**config.mk**
```make
export PLATFORM = sky130hd
export DESIGN_NAME = ps2_scan_code_to_ascii_unit
export DESIGN_NICKNAME = d
export VERILOG_FILES = /design/src/design/ps2a_pkg.sv /design/src/design/ps2a_decoder.sv /design/src/design/ps2_scan_code_to_ascii_unit.sv
export SDC_FILE = /design/constraint.sdc
export NUM_CORES = 1
export LEC_CHECK = 0
export BUFFER_PORTS_ARGS = -buffer_cell sky130_fd_sc_hd__buf_2
export CAP_MARGIN = 25
export CORE_ASPECT_RATIO = 1.4
export CORE_MARGIN = 10
export CORE_UTILIZATION = 56
export DETAILED_ROUTE_END_ITERATION = 12
export HOLD_SLACK_MARGIN = 0.05
export PLACE_DENSITY = 0.73
export SETUP_SLACK_MARGIN = 0.05
export SLEW_MARGIN = 15
export SYNTH_ARGS = -nofsm -noshare
export SYNTH_HDL_FRONTEND = slang
export SYNTH_SLANG_ARGS = --single-unit
```
**constraint.sdc**
```tcl
create_clock -name i_clk -period 4.1 [get_ports i_clk]
set_input_delay 0 -clock i_clk [delete_from_list [all_inputs] [get_ports i_clk]]
set_output_delay 0 -clock i_clk [all_outputs]
set_load 0.005 [all_outputs]
```
**src/design/ps2a_pkg.sv**
```systemverilog
`timescale 1ns / 1ps
// Package for the PS/2 set-2 scan code to ASCII unit.
// Holds the key code constants, character codes and both character tables.
// It has no dependencies.
package ps2a_pkg;

    localparam int KEY_CODES_DEF = 128;

    localparam logic [7:0] BREAK_CODE  = 8'hF0;
    localparam logic [7:0] LSHIFT_CODE = 8'h12;
    localparam logic [7:0] RSHIFT_CODE = 8'h59;
    localparam logic [7:0] CTRL_CODE   = 8'h14;

    localparam logic [6:0] CHAR_NONE = 7'h00;
    localparam logic [6:0] CHAR_EOT  = 7'h04;
    localparam logic [6:0] CHAR_TAB  = 7'h09;
    localparam logic [6:0] CHAR_C    = 7'h63;
    localparam logic [6:0] CHAR_D    = 7'h64;

    function automatic logic [6:0] lower_char(input logic [7:0] code);
        logic [6:0] ch;
        case (code)
            8'h0D: ch = 7'h09;
            8'h0E: ch = 7'h60;
            8'h15: ch = 7'h71;
            8'h16: ch = 7'h31;
            8'h1A: ch = 7'h7A;
            8'h1B: ch = 7'h73;
            8'h1C: ch = 7'h61;
            8'h1D: ch = 7'h77;
            8'h1E: ch = 7'h32;
            8'h21: ch = 7'h63;
            8'h22: ch = 7'h78;
            8'h23: ch = 7'h64;
            8'h24: ch = 7'h65;
            8'h25: ch = 7'h34;
            8'h26: ch = 7'h33;
            8'h29: ch = 7'h20;
            8'h2A: ch = 7'h76;
            8'h2B: ch = 7'h66;
            8'h2C: ch = 7'h74;
            8'h2D: ch = 7'h72;
            8'h2E: ch = 7'h35;
            8'h31: ch = 7'h6E;
            8'h32: ch = 7'h62;
            8'h33: ch = 7'h68;
            8'h34: ch = 7'h67;
            8'h35: ch = 7'h79;
            8'h36: ch = 7'h36;
            8'h3A: ch = 7'h6D;
            8'h3B: ch = 7'h6A;
            8'h3C: ch = 7'h75;
            8'h3D: ch = 7'h37;
            8'h3E: ch = 7'h38;
            8'h41: ch = 7'h2C;
            8'h42: ch = 7'h6B;
            8'h43: ch = 7'h69;
            8'h44: ch = 7'h6F;
            8'h45: ch = 7'h30;
            8'h46: ch = 7'h39;
            8'h49: ch = 7'h2E;
            8'h4A: ch = 7'h2F;
            8'h4B: ch = 7'h6C;
            8'h4C: ch = 7'h3B;
            8'h4D: ch = 7'h70;
            8'h4E: ch = 7'h2D;
            8'h52: ch = 7'h27;
            8'h54: ch = 7'h5B;
            8'h55: ch = 7'h3D;
            8'h5A: ch = 7'h0D;
            8'h5B: ch = 7'h5D;
            8'h5D: ch = 7'h5C;
            8'h66: ch = 7'h08;
            default: ch = CHAR_NONE;
        endcase
        return ch;
    endfunction

    function automatic logic [6:0] upper_char(input logic [7:0] code);
        logic [6:0] ch;
        case (code)
            8'h0E: ch = 7'h7E;
            8'h15: ch = 7'h51;
            8'h16: ch = 7'h21;
            8'h1A: ch = 7'h5A;
            8'h1B: ch = 7'h53;
            8'h1C: ch = 7'h41;
            8'h1D: ch = 7'h57;
            8'h1E: ch = 7'h40;
            8'h21: ch = 7'h43;
            8'h22: ch = 7'h58;
            8'h23: ch = 7'h44;
            8'h24: ch = 7'h45;
            8'h25: ch = 7'h24;
            8'h26: ch = 7'h23;
            8'h29: ch = 7'h20;
            8'h2A: ch = 7'h56;
            8'h2B: ch = 7'h46;
            8'h2C: ch = 7'h54;
            8'h2D: ch = 7'h52;
            8'h2E: ch = 7'h25;
            8'h31: ch = 7'h4E;
            8'h32: ch = 7'h42;
            8'h33: ch = 7'h48;
            8'h34: ch = 7'h47;
            8'h35: ch = 7'h59;
            8'h36: ch = 7'h5E;
            8'h3A: ch = 7'h4D;
            8'h3B: ch = 7'h4A;
            8'h3C: ch = 7'h55;
            8'h3D: ch = 7'h26;
            8'h3E: ch = 7'h2A;
            8'h41: ch = 7'h3C;
            8'h42: ch = 7'h4B;
            8'h43: ch = 7'h49;
            8'h44: ch = 7'h4F;
            8'h45: ch = 7'h29;
            8'h46: ch = 7'h28;
            8'h49: ch = 7'h3E;
            8'h4A: ch = 7'h3F;
            8'h4B: ch = 7'h4C;
            8'h4C: ch = 7'h3A;
            8'h4D: ch = 7'h50;
            8'h4E: ch = 7'h5F;
            8'h52: ch = 7'h22;
            8'h54: ch = 7'h7B;
            8'h55: ch = 7'h2B;
            8'h5A: ch = 7'h0D;
            8'h5B: ch = 7'h7D;
            8'h5D: ch = 7'h7C;
            8'h66: ch = 7'h08;
            default: ch = CHAR_NONE;
        endcase
        return ch;
    endfunction

endpackage

```
**src/design/ps2a_decoder.sv**
```systemverilog
`timescale 1ns / 1ps
// Character lookup for a pressed key, with control and shift handling.
// Depends on ps2a_pkg for the character tables and character codes.
module ps2a_decoder (
    input  logic [7:0] i_code,
    input  logic       i_ctrl_held,
    input  logic       i_shift_held,
    output logic [6:0] o_char
);
    import ps2a_pkg::*;

    logic [6:0] plain;
    logic [6:0] shifted;

    assign plain   = lower_char(i_code);
    assign shifted = upper_char(i_code);

    always_comb begin
        if (i_ctrl_held && (plain == CHAR_C || plain == CHAR_TAB)) begin
            o_char = CHAR_NONE;
        end else if (i_ctrl_held && plain == CHAR_D) begin
            o_char = CHAR_EOT;
        end else if (i_shift_held) begin
            o_char = shifted;
        end else begin
            o_char = plain;
        end
    end

endmodule

```
**src/design/ps2_scan_code_to_ascii_unit.sv**
```systemverilog
`timescale 1ns / 1ps
// Top level of the PS/2 set-2 scan code to ASCII unit: input register,
// held-key map, character lookup and output register. Uses ps2a_pkg, ps2a_decoder.
//
//  Channel | Handshake           | Payload
//  --------+---------------------+-------------------------
//  input   | i_valid / o_ready   | i_scan_code  (8 bits)
//  output  | o_valid / i_ready   | o_ascii_char (7 bits)
//
// A transaction is captured in the input register together with its held-key bit,
// goes through the lookup in the next cycle and is valid at the output when it
// advances. One transaction is accepted per cycle while the output is being taken
// and no clearing pass runs. The held-key map is updated as a transaction moves to
// the output. After reset a clearing pass writes one map entry per cycle until all
// KEY_CODES entries (128 by default) are cleared, with o_ready low. A stalled output
// holds its transaction; the input register then fills and stalls.
module ps2_scan_code_to_ascii_unit #(
    parameter int KEY_CODES = ps2a_pkg::KEY_CODES_DEF
) (
    input  logic       i_clk,
    input  logic       i_rst_n,
    input  logic       i_valid,
    output logic       o_ready,
    input  logic [7:0] i_scan_code,
    output logic       o_valid,
    input  logic       i_ready,
    output logic [6:0] o_ascii_char
);
    import ps2a_pkg::*;

    localparam int IDX_W = $clog2(KEY_CODES);

    logic                 r_in_valid;
    logic [7:0]           r_code;
    logic                 r_held_rd;
    logic                 r_out_valid;
    logic [6:0]           r_ascii;
    logic                 r_key_mem [KEY_CODES];
    logic                 r_clr_busy;
    logic [IDX_W-1:0]     r_clr_idx;
    logic                 r_lshift;
    logic                 r_rshift;
    logic                 r_ctrl;

    logic             advance;
    logic             in_map;
    logic [IDX_W-1:0] idx;
    logic [IDX_W-1:0] rd_idx;
    logic             cur_held;
    logic             release_key;
    logic             press_key;
    logic             wr_en;
    logic             is_modifier;
    logic             ctrl_held;
    logic             shift_held;
    logic [6:0]       dec_char;
    logic [6:0]       n_ascii;

    assign advance = r_in_valid && (!r_out_valid || i_ready);
    assign o_ready = !r_clr_busy && (!r_in_valid || advance);
    assign o_valid = r_out_valid;
    assign o_ascii_char = r_ascii;

    assign in_map = (r_code != BREAK_CODE) && ({1'b0, r_code} < 9'(KEY_CODES));
    assign idx = r_code[IDX_W-1:0];
    assign rd_idx = i_scan_code[IDX_W-1:0];
    assign cur_held = in_map ? r_held_rd : 1'b0;
    assign release_key = in_map && (r_code != 8'h00) && cur_held;
    assign press_key = in_map && !release_key;
    assign wr_en = advance && in_map;
    assign is_modifier = (r_code == LSHIFT_CODE) || (r_code == RSHIFT_CODE)
                         || (r_code == CTRL_CODE);

    assign ctrl_held  = r_ctrl;
    assign shift_held = r_lshift || r_rshift;

    ps2a_decoder u_decoder (
        .i_code       (r_code),
        .i_ctrl_held  (ctrl_held),
        .i_shift_held (shift_held),
        .o_char       (dec_char)
    );

    assign n_ascii = (press_key && !is_modifier) ? dec_char : CHAR_NONE;

    always_ff @(posedge i_clk) begin
        if (!i_rst_n) begin
            r_in_valid  <= 1'b0;
            r_out_valid <= 1'b0;
            r_clr_busy  <= 1'b1;
            r_clr_idx   <= '0;
            r_lshift    <= 1'b0;
            r_rshift    <= 1'b0;
            r_ctrl      <= 1'b0;
        end else begin
            if (o_ready) begin
                r_in_valid <= i_valid;
            end
            if (advance) begin
                r_out_valid <= 1'b1;
            end else if (i_ready) begin
                r_out_valid <= 1'b0;
            end
            if (r_clr_busy) begin
                r_clr_idx <= r_clr_idx + IDX_W'(1);
                if (r_clr_idx == IDX_W'(KEY_CODES - 1)) begin
                    r_clr_busy <= 1'b0;
                end
            end
            if (wr_en) begin
                if (r_code == LSHIFT_CODE) begin
                    r_lshift <= press_key;
                end
                if (r_code == RSHIFT_CODE) begin
                    r_rshift <= press_key;
                end
                if (r_code == CTRL_CODE) begin
                    r_ctrl <= press_key;
                end
            end
        end
    end

    always_ff @(posedge i_clk) begin
        if (o_ready && i_valid) begin
            r_code <= i_scan_code;
            if (wr_en && rd_idx == idx) begin
                r_held_rd <= press_key;
            end else begin
                r_held_rd <= r_key_mem[rd_idx];
            end
        end
        if (advance) begin
            r_ascii <= n_ascii;
        end
        if (r_clr_busy) begin
            r_key_mem[r_clr_idx] <= 1'b0;
        end else if (wr_en) begin
            r_key_mem[idx] <= press_key;
        end
    end

endmodule

```
==> results.md, run 1 <==
- The cell with the largest stage delay on the worst path is sky130_fd_sc_hd__ha_1.
- Max-cap violations in this run came to 0.
- The design draws 0.00357 W.
- The floorplan step defined a core boundary enclosing 0.0161 mm^2.
- The cell accounting for the most synthesized area is sky130_fd_sc_hd__edfxtp_1.
- The final layout contains 910 nets.
- The worst setup path is of the flip-flop to flip-flop kind.
- The static power due to leakage is 3.26 nW.
- The combined area of all synthesized cells is 0.00915 mm^2.
- The library cell used most frequently in the layout, excluding fill and tap cells, is sky130_fd_sc_hd__nor2_1.
- The maximum root-to-sink buffer count is 2.
- The library cells used most frequently in the layout, excluding fill and tap cells, are sky130_fd_sc_hd__nor2_1, sky130_fd_sc_hd__edfxtp_1, sky130_fd_sc_hd__nand2_1.
- During I/O placement, the number of pins put on the boundary was 21.
- Walking the worst path, the cells encountered are nand3b_1 > nand3_1 > a21boi_1 > ha_1 > nand2_1 > mux4_2 > a211oi_1 > a211o_1.
- The number of enable flip-flop cells after synthesis is 144.
- Based on the critical path, the design can be clocked at up to 284 MHz.
- The total track usage is 25.3%.
- The clock drives 171 sinks.
- The cell count after synthesis is 877.
- The die width is 128 um.
- The vias per cell is 6.75.
- The floorplan die height is 171 um.
- The first-pass GRT wire length is 42.5 mm.
- Registers are responsible for 52.3% of the overall power.
- The TritonCTS clock tree is done.
- The number of buffer cells added on primary ports is 20.
- A synthesized cell averages 10.4 um^2.
- The later pin in the worst-skew pair is clocked with a latency of 0.44 ns.
- The synthesis warning total is 0.
- The cell-internal power is 0.00272 W.
- For this run, design rule violations remaining after detail routing come to 0.
- The maximum ir drop on the vdd rail is 434 uV.
- Along the worst path, the maximum fanout reaches 15.
- The total die area is 0.0219 mm^2.
- The switching share of total power is 23.9%.
- The run finished with clean final reports.
- The slew of the pin with the lowest slew margin is 0.948 ns.
- Once the floorplan was initialized, standard cells occupied 56.8% of the core.
- The worst relative slew slack is 36.2%.
- The total of endpoints with negative setup slack in the final report is 0.
- The critical path startpoint category is a flip-flop.
- The total count of hold-check failures in the final report is 0.
- The total overflow left after global routing is 0.
- The delay of the slowest critical-path stage is 0.74 ns.
- The number of antenna cells inserted is 0.
- Setup repair after global routing left no endpoint under its margin.
- The sequential element share of the synthesized area is 53.2%.
- The portion of the clock cycle consumed by the worst path in the final layout is 86.0%.
- The most used flip-flop cell after synthesis is sky130_fd_sc_hd__edfxtp_1.
- The starting DRC count in detailed routing is 1065.
- The part of the total power dissipated in the clock network is 42.9%.
- For this design the ratio of total power to cell area is 354 mW/mm^2.
- The switching power summed over all nets is 0.000852 W.
- The setup skew after layout is 0.0221 ns.
- STA puts the critical path data arrival time at 3.91 ns.
- The H-tree depth reported by CTS is 4.
- The detail route stage leaves a number of antenna-violating nets equal to 0.
- The flip-flop and latch count after synthesis is 171.
- At the end of routability-driven placement, the weighted congestion stood at 1.07.
- The area added between synthesis and finish is 10.4%.
- Row generation in the floorplan step produced 55 rows.
- In this run the worst hold path is classified as input pin to flip-flop.
- Cells with a size suffix above 1 make up 12.7% of the layout.
- Counting every net in the synthesized netlist gives 896.
- Clock-pin slew was measured on the worst setup and hold paths at 0.07 ns.
- Combinational logic is responsible for 4.8% of the overall power.
- The tree is rooted in a sky130_fd_sc_hd__clkbuf_16.
- The number of max-slew violations in the final report is 0.
- For the worst setup path, the data required time is 4.48 ns.
- The clock period could shrink to 3.52 ns.
- The routed layout has 7447 vias.
- Summed over all layers, the routed wires come to 27.0 mm.
- Gates resized during post-CTS repair numbered 0.
- Before antenna repair, the detailed router went through 6 iterations.
- The async set or reset register ratio after synthesis is 0%.
- Once detailed placement completed, the half-perimeter wirelength came to 18.9 mm.
- The number of CTS-inserted buffers is 17.
- The final total negative setup slack is 0 ns.
- Yosys mapped the design onto 65 distinct sky130hd cell types.
- Fill cells in the final layout number 1283.
- The proportion of netlist area held by the largest area contributor is 47.3%.
- The number of antenna violations at the first check in global routing is 0.
- The largest net degree at the start of global routing is 64.
- The via count of the first global-routing pass is 7524.
- The type of destination of the critical path is a flip-flop.
- By area the synthesized netlist is led by sky130_fd_sc_hd__edfxtp_1, sky130_fd_sc_hd__nor2_1, sky130_fd_sc_hd__mux4_2.
- The wire length per cell after detailed routing is 24.5 um.
[per-stage QoR]
step	setup slack [ns]	area [um^2]	utilization [%]	hold slack [ns]	std cells
final	0.576	10100	62.7	0.112	1103
after global routing	0.399	10100	62.7	0.115	1103
after CTS	0.820	10100	62.6	0.0942	1102
after detailed placement	0.852	9450	58.7	0.199	1063
after global placement	0.787	9450	58.7	0.204	1063
after floorplan	0.420	9150	-	0.0619	877
[cells in the mapped netlist (4+ instances only)]
master / count
sky130_fd_sc_hd__nor2_1: 173
sky130_fd_sc_hd__o22ai_1: 11
sky130_fd_sc_hd__nand2b_1: 19
sky130_fd_sc_hd__a211oi_1: 7
sky130_fd_sc_hd__a221oi_1: 5
sky130_fd_sc_hd__inv_1: 22
sky130_fd_sc_hd__a21o_1: 5
sky130_fd_sc_hd__edfxtp_1: 144
sky130_fd_sc_hd__o211ai_1: 8
sky130_fd_sc_hd__nor3_1: 16
sky130_fd_sc_hd__or2_2: 4
sky130_fd_sc_hd__nand4_1: 14
sky130_fd_sc_hd__buf_2: 12
sky130_fd_sc_hd__ha_1: 7
sky130_fd_sc_hd__o31ai_1: 14
sky130_fd_sc_hd__xor2_1: 5
sky130_fd_sc_hd__xnor2_1: 5
sky130_fd_sc_hd__a31oi_1: 8
sky130_fd_sc_hd__o21ai_0: 45
sky130_fd_sc_hd__nor4_1: 7
sky130_fd_sc_hd__nand3_1: 30
sky130_fd_sc_hd__o221ai_1: 5
sky130_fd_sc_hd__clkbuf_1: 37
sky130_fd_sc_hd__o311ai_0: 5
sky130_fd_sc_hd__dfxtp_1: 27
sky130_fd_sc_hd__nand2_1: 71
sky130_fd_sc_hd__a21oi_1: 42
sky130_fd_sc_hd__a22oi_1: 4
sky130_fd_sc_hd__o21ai_1: 5
sky130_fd_sc_hd__or3_1: 5
sky130_fd_sc_hd__buf_1: 6
sky130_fd_sc_hd__nor2b_1: 6
sky130_fd_sc_hd__mux4_2: 28
sky130_fd_sc_hd__mux2i_1: 17
sky130_fd_sc_hd__and2_1: 4
[per-layer routing]
metal,up-vias,share of wire (%),track usage (%)
li1,3307,-,-
met1,3620,35,27.3
met2,414,53,44.1
met3,106,6.3,3.97
met4,0,6.6,17.7
met5,-,0,0
[timing repair]
item | CTS | global route
endpoints found under the hold margin | 18 | 0
hold buffers | 7 | 0
setup endpoints to repair | 0 | 0
setup buffers | 0 | 0
[cells by family after synthesis]
kind of cell    share of synthesized area [%]
flops                                    53.2
compound gates                           13.4
xor+xnor                                0.957
mux                                      9.70
fa+ha+maj                               0.957
buf+inv                                  3.71
simple gates                             18.1
[final cells by class]
class / instances / area (um^2) / share of cell area (%)
multi-input combinational: 624 / 3950 / 39.1
tap: 199 / 249 / 2.47
inverter: 23 / 86.3 / 0.855
timing repair buffer: 54 / 398 / 3.94
clock buffer: 17 / 425 / 4.21
sequential: 171 / 4860 / 48.2
clock inverter: 15 / 129 / 1.28
[path summary, 6_finish.rpt]
path,from,to,slack (ns),cells after the start
max,r_in_valid,flip-flop,0.58,8
min,i_scan_code[2],r_code[2],0.11,1
max reg2reg,r_in_valid,flip-flop,0.58,8
min reg2reg,r_held_rd,r_lshift,0.49,1
[worst max-delay path, delay by kind of cell, from the launching register on]
kind / cells / cell delay [ns]
AND/OR/NAND/NOR: 3 / 0.79
multiplexers: 1 / 0.53
adder cells (fa/ha/maj): 1 / 0.74
flip-flops: 1 / 0.43
AO/OA/AOI/OAI: 3 / 0.97
[power by group through the flow]
| stage | sequential (W) | combinational [W] | clock (W) |
|---|---|---|---|
| after floorplan | 0.00191 | 0.000113 | 0 |
| after global routing | 0.00187 | 0.000184 | 0.00162 |
| after detailed placement | 0.00191 | 0.000164 | 0 |
| after CTS | 0.00187 | 0.000171 | 0.00155 |
| after global placement | 0.00191 | 0.000162 | 0 |
| final | 0.00187 | 0.000171 | 0.00153 |
[registers in the layout, summed over array words and instances, names as in the netlist, named ones only]
name	count
r_clr_idx	7
ctrl_held	1
r_code	8
r_key_mem	128
o_valid	1
r_in_valid	1
o_ascii_char	7
r_rshift	1
r_held_rd	1
r_clr_busy	1
r_lshift	1
Power figures use the tool's default switching activity.
==> run 2: changes to the inputs <==
--- a/config.mk
+++ b/config.mk
@@ -5,6 +5,7 @@
 export SDC_FILE = /design/constraint.sdc
 export NUM_CORES = 1
 export LEC_CHECK = 0
+export ABC_AREA = 1
 export BUFFER_PORTS_ARGS = -buffer_cell sky130_fd_sc_hd__buf_2
 export CAP_MARGIN = 25
 export CORE_ASPECT_RATIO = 1.4
@@ -12,9 +13,10 @@
 export CORE_UTILIZATION = 56
 export DETAILED_ROUTE_END_ITERATION = 12
 export HOLD_SLACK_MARGIN = 0.05
-export PLACE_DENSITY = 0.73
+export PLACE_DENSITY_LB_ADDON = 0.15
 export SETUP_SLACK_MARGIN = 0.05
 export SLEW_MARGIN = 15
 export SYNTH_ARGS = -nofsm -noshare
 export SYNTH_HDL_FRONTEND = slang
+export SYNTH_HIERARCHICAL = 1
 export SYNTH_SLANG_ARGS = --single-unit
==> results.md, run 2 <==
- Outcome: complete, no violations (unchanged).
- The total die area was 0.0218 mm^2 (was 0.0219 mm^2).
- The async set or reset register ratio after synthesis is 0% (unchanged).
- The number of antenna violations at the first check in global routing is 0 (unchanged).
- The number of enable flip-flop cells after synthesis is 144 (unchanged).
- The flip-flop and latch count after synthesis is 157 (was 171).
- Leading post-synthesis cells by instance count: sky130_fd_sc_hd__nand2_1, sky130_fd_sc_hd__nand3_1, sky130_fd_sc_hd__nor2_1, sky130_fd_sc_hd__edfxtp_1, sky130_fd_sc_hd__inv_1 (was sky130_fd_sc_hd__nor2_1, sky130_fd_sc_hd__edfxtp_1, sky130_fd_sc_hd__nand2_1, sky130_fd_sc_hd__o21ai_0, sky130_fd_sc_hd__a21oi_1).
- The sequential element share of the synthesized area is 50.4% (was 53.2%).
- The starting DRC count in detailed routing is 657 (was 1065).
- The count of unique library cells instantiated by Yosys is 43 (was 65).
- The synthesis warning total came to 6 (was 0).
- The final total negative setup slack is 0 ns (unchanged).
- The worst hold-check path type is input pin to flip-flop (unchanged).
- The H-tree depth reported by CTS is 4 (unchanged).
- The worst endpoint required time is 4.28 ns (was 4.48 ns).
- The largest fanout on the critical path is 15 (unchanged).
- The maximum root-to-sink buffer count was 2 (unchanged).
- The flip-flop count of the largest register, all copies and words added is 128 (unchanged).
- The critical register-to-register path startpoint is r_code[2] (was r_in_valid).
- The number of optimization iterations in the first detailed-route pass was 5 (was 6).
- The count of unresolved DRC violations after routing came to 0 (unchanged).
- The length in cells of the worst reg-to-reg path is 13 (was 8).
- The maximum ir drop on the vdd rail is 396 uV (was 434 uV).
- The launch instance of the worst min-delay path is i_scan_code[2] (unchanged).
- The proportion of netlist area held by the largest area contributor is 47.6% (was 47.3%).
- The layout cell share with drive strength beyond 1 was 9.66% (was 12.7%).
- The number of sinks handled by clock tree synthesis is 157 (was 171).
- The floorplan die height is 171 um (about the same).
- The final routed wirelength across all metal layers is 25.5 mm (was 27.0 mm).
- The type of destination of the critical path is a flip-flop (unchanged).
- The net total in the final layout came to 1168 (was 910).
- The count of max-cap constraint violations came to 0 (unchanged).
- The post-CTS setup repair buffer count was 0 (unchanged).
- The endpoint of the worst-slack reg-to-reg timing path is o_ascii_char[1].
- The areal power density over the cells is 351 mW/mm^2 (was 354 mW/mm^2).
- The TritonCTS clock tree was done (unchanged).
- The setup skew after layout is 0.00834 ns (was 0.0221 ns).
- The number of antenna cells inserted was 0 (unchanged).
- The number of vias in the routed layout came to 7981 (was 7447).
- The static power due to leakage came to 4.00 nW (was 3.26 nW).
- The area added between synthesis and finish is 8.82% (was 10.4%).
- The total count of hold-check failures in the final report is 0 (unchanged).
- The die width is 128 um (about the same).
- The count of nets left with antenna violations after detail routing came to 0 (unchanged).
- Commonest cells after routing, fill and taps aside: sky130_fd_sc_hd__nand2_1, sky130_fd_sc_hd__nand3_1, sky130_fd_sc_hd__nor2_1 (was sky130_fd_sc_hd__nor2_1, sky130_fd_sc_hd__edfxtp_1, sky130_fd_sc_hd__nand2_1).
- The post-detailed-placement cell area came to 0.00923 mm^2 (was 0.00945 mm^2).
- The most used flip-flop cell after synthesis is sky130_fd_sc_hd__edfxtp_1 (unchanged).
- The total congestion overflow is 0 (unchanged).
- The cell count after synthesis is 1143 (was 877).
- The cell accounting for the most synthesized area is sky130_fd_sc_hd__edfxtp_1 (unchanged).
- The number of buffer cells added on primary ports is 20 (unchanged).
- The number of resized instances in the post-cts repair step is 0 (unchanged).
- The top achievable clock speed came to 340 MHz (was 284 MHz).
- The portion of the clock cycle consumed by the worst path in the final layout is 71.6% (was 86.0%).
- The final standard cell area without fillers is 0.00989 mm^2 (was 0.0101 mm^2).
- The final critical path time including I/O delays and setup was 2.94 ns (was 3.52 ns).
- The signal arrival time at the worst endpoint is 3.12 ns (was 3.91 ns).
- The number of non-filler instances in the completed layout is 1359 (was 1103).
- The via count of the first global-routing pass was 7614 (was 7524).
- The post-synthesis net count is 1164 (was 896).
- The combined area of all synthesized cells was 0.00909 mm^2 (was 0.00915 mm^2).
- The clock insertion delay at the later pin of the skew report is 0.43 ns (was 0.44 ns).
- The core outline area was 0.0160 mm^2 (was 0.0161 mm^2).
- The startpoint-to-endpoint class of the critical path is flip-flop to flip-flop (unchanged).
- The wire length per cell after detailed routing is 18.8 um (was 24.5 um).
- The number of ports placed on the die boundary is 21 (unchanged).
- The HPWL after detailed placement is 17.2 mm (was 18.9 mm).
- The slew of the pin with the lowest slew margin was 1.03 ns (was 0.948 ns).
- The worst relative slew slack was 31.0% (was 36.2%).
- The top register by number of flip-flops is r_key_mem (unchanged).
- The total track usage is 23.6% (was 25.3%).
- The average size of a mapped cell is 7.95 um^2 (was 10.4 um^2).
- The site row count was 55 (unchanged).
- Registers with the most flip-flops: r_key_mem x128, r_code x8 (unchanged).
- The total of endpoints with negative setup slack in the final report is 0 (unchanged).
- The most numerous cell in the Yosys netlist is sky130_fd_sc_hd__nand2_1 (was sky130_fd_sc_hd__nor2_1).
- Synth area leaders: sky130_fd_sc_hd__edfxtp_1, sky130_fd_sc_hd__nand2_1, sky130_fd_sc_hd__nand3_1 (was sky130_fd_sc_hd__edfxtp_1, sky130_fd_sc_hd__nor2_1, sky130_fd_sc_hd__mux4_2).
- The end point of the worst hold path is r_code[2] (unchanged).
- The worst-case register-to-register setup slack is 1.16 ns (was 0.58 ns).
- The starting density of the core came to 56.7% (was 56.8%).
- The end-of-flow core utilization is 61.7% (was 62.7%).
- Setup repair after global routing missed its margin: no (unchanged).
- The number of max-slew violations in the final report came to 0 (unchanged).
- The most common library cell in the layout ignoring fill and taps is sky130_fd_sc_hd__nand2_1 (was sky130_fd_sc_hd__nor2_1).
- The largest net degree at the start of global routing is 130 (was 64).
- The worst hold path depth is 1 (unchanged).
- The critical path startpoint category was a flip-flop (unchanged).
- The count of placed standard cells including taps is 1318 (was 1063).
- The number of CTS-inserted buffers is 17 (unchanged).
- The first-pass GRT wire length was 39.7 mm (was 42.5 mm).
- The CTS clock-pin slew for the worst setup and hold paths is 0.06 ns (was 0.07 ns).
- The global placement routability congestion is 1.02 (was 1.07).
- The vias per cell is 5.87 (was 6.75).
- The cell chosen for the clock root is sky130_fd_sc_hd__clkbuf_16 (unchanged).
run 2: final cells by class:
class,instances,area [um^2]
Multi-Input combinational cell,845,3880
Fill cell,1467,6140
Clock inverter,14,144
Tap cell,199,249
Timing Repair Buffer,37,263
Sequential cell,157,4580
Inverter,89,345
Clock buffer,18,429
run 2: worst max-delay path, stage by stage, from the launching register on:
cell and delay [ns]:
sky130_fd_sc_hd__edfxtp_1 0.74, sky130_fd_sc_hd__inv_2 0.25, sky130_fd_sc_hd__nand2_1 0.29, sky130_fd_sc_hd__nand3_1 0.15, sky130_fd_sc_hd__a21oi_1 0.45, sky130_fd_sc_hd__o21ai_0 0.15, sky130_fd_sc_hd__nand3_1 0.13, sky130_fd_sc_hd__nand3_1 0.09
sky130_fd_sc_hd__nand2_1 0.09, sky130_fd_sc_hd__inv_1 0.05, sky130_fd_sc_hd__nor2_2 0.15, sky130_fd_sc_hd__nor2_1 0.07, sky130_fd_sc_hd__inv_1 0.05, sky130_fd_sc_hd__nor2_1 0.03
run 2: worst max-delay path by stage:
stage,start,to,slack (ns),depth (start not counted)
2_1_floorplan,r_code[7],r_key_mem[0],0.49,3
3_3_place_gp,r_code[2],o_ascii_char[1],1.18,13
3_5_place_dp,r_code[1],o_ascii_char[6],1.22,16
4_1_cts,r_code[1],o_ascii_char[5],1.23,16
5_1_grt,r_code[2],o_ascii_char[5],1.0,13
6_report,r_code[2],o_ascii_char[1],1.16,13
run 2: timing repair:
| item | CTS | global route |
|---|---|---|
| endpoints found under the setup margin | 0 | 0 |
| hold buffers | 9 | 0 |
| hold endpoints to repair | 19 | 0 |
run 2: stage by stage:
step           worst slack [ns]  power [W]  hold WS [ns]
2_1_floorplan             0.489    0.00191        0.0689
3_3_place_gp               1.18    0.00197         0.179
3_5_place_dp               1.22    0.00197         0.178
4_1_cts                    1.23    0.00348        0.0862
5_1_grt                   0.997    0.00358         0.101
6_report                   1.16    0.00347        0.0932
run 2: report_power, final:
| group | internal [W] | leakage (nW) | switching [W] | total [W] |
|---|---|---|---|---|
| logic | 0.0000589 | 2.27 | 0.000152 | 0.000211 |
| clock network | 0.000895 | 0.283 | 0.000635 | 0.00153 |
| registers | 0.00173 | 1.45 | 0.00000242 | 0.00173 |
run 2: logic make-up after synthesis:
kind of cell / synth area share (%)
buf+inv: 7.03
simple gates: 37.4
compound gates: 3.85
flops: 50.4
fa+ha+maj: 1.24
run 2: routing by layer:
layer | track usage [%] | routed length [um] | up-vias
met3 | 4.15 | 1380 | 84
met1 | 25.3 | 9320 | 3763
met5 | 0 | 0 | -
met2 | 42.2 | 13600 | 338
li1 | - | - | 3796
met4 | 13.8 | 1230 | 0
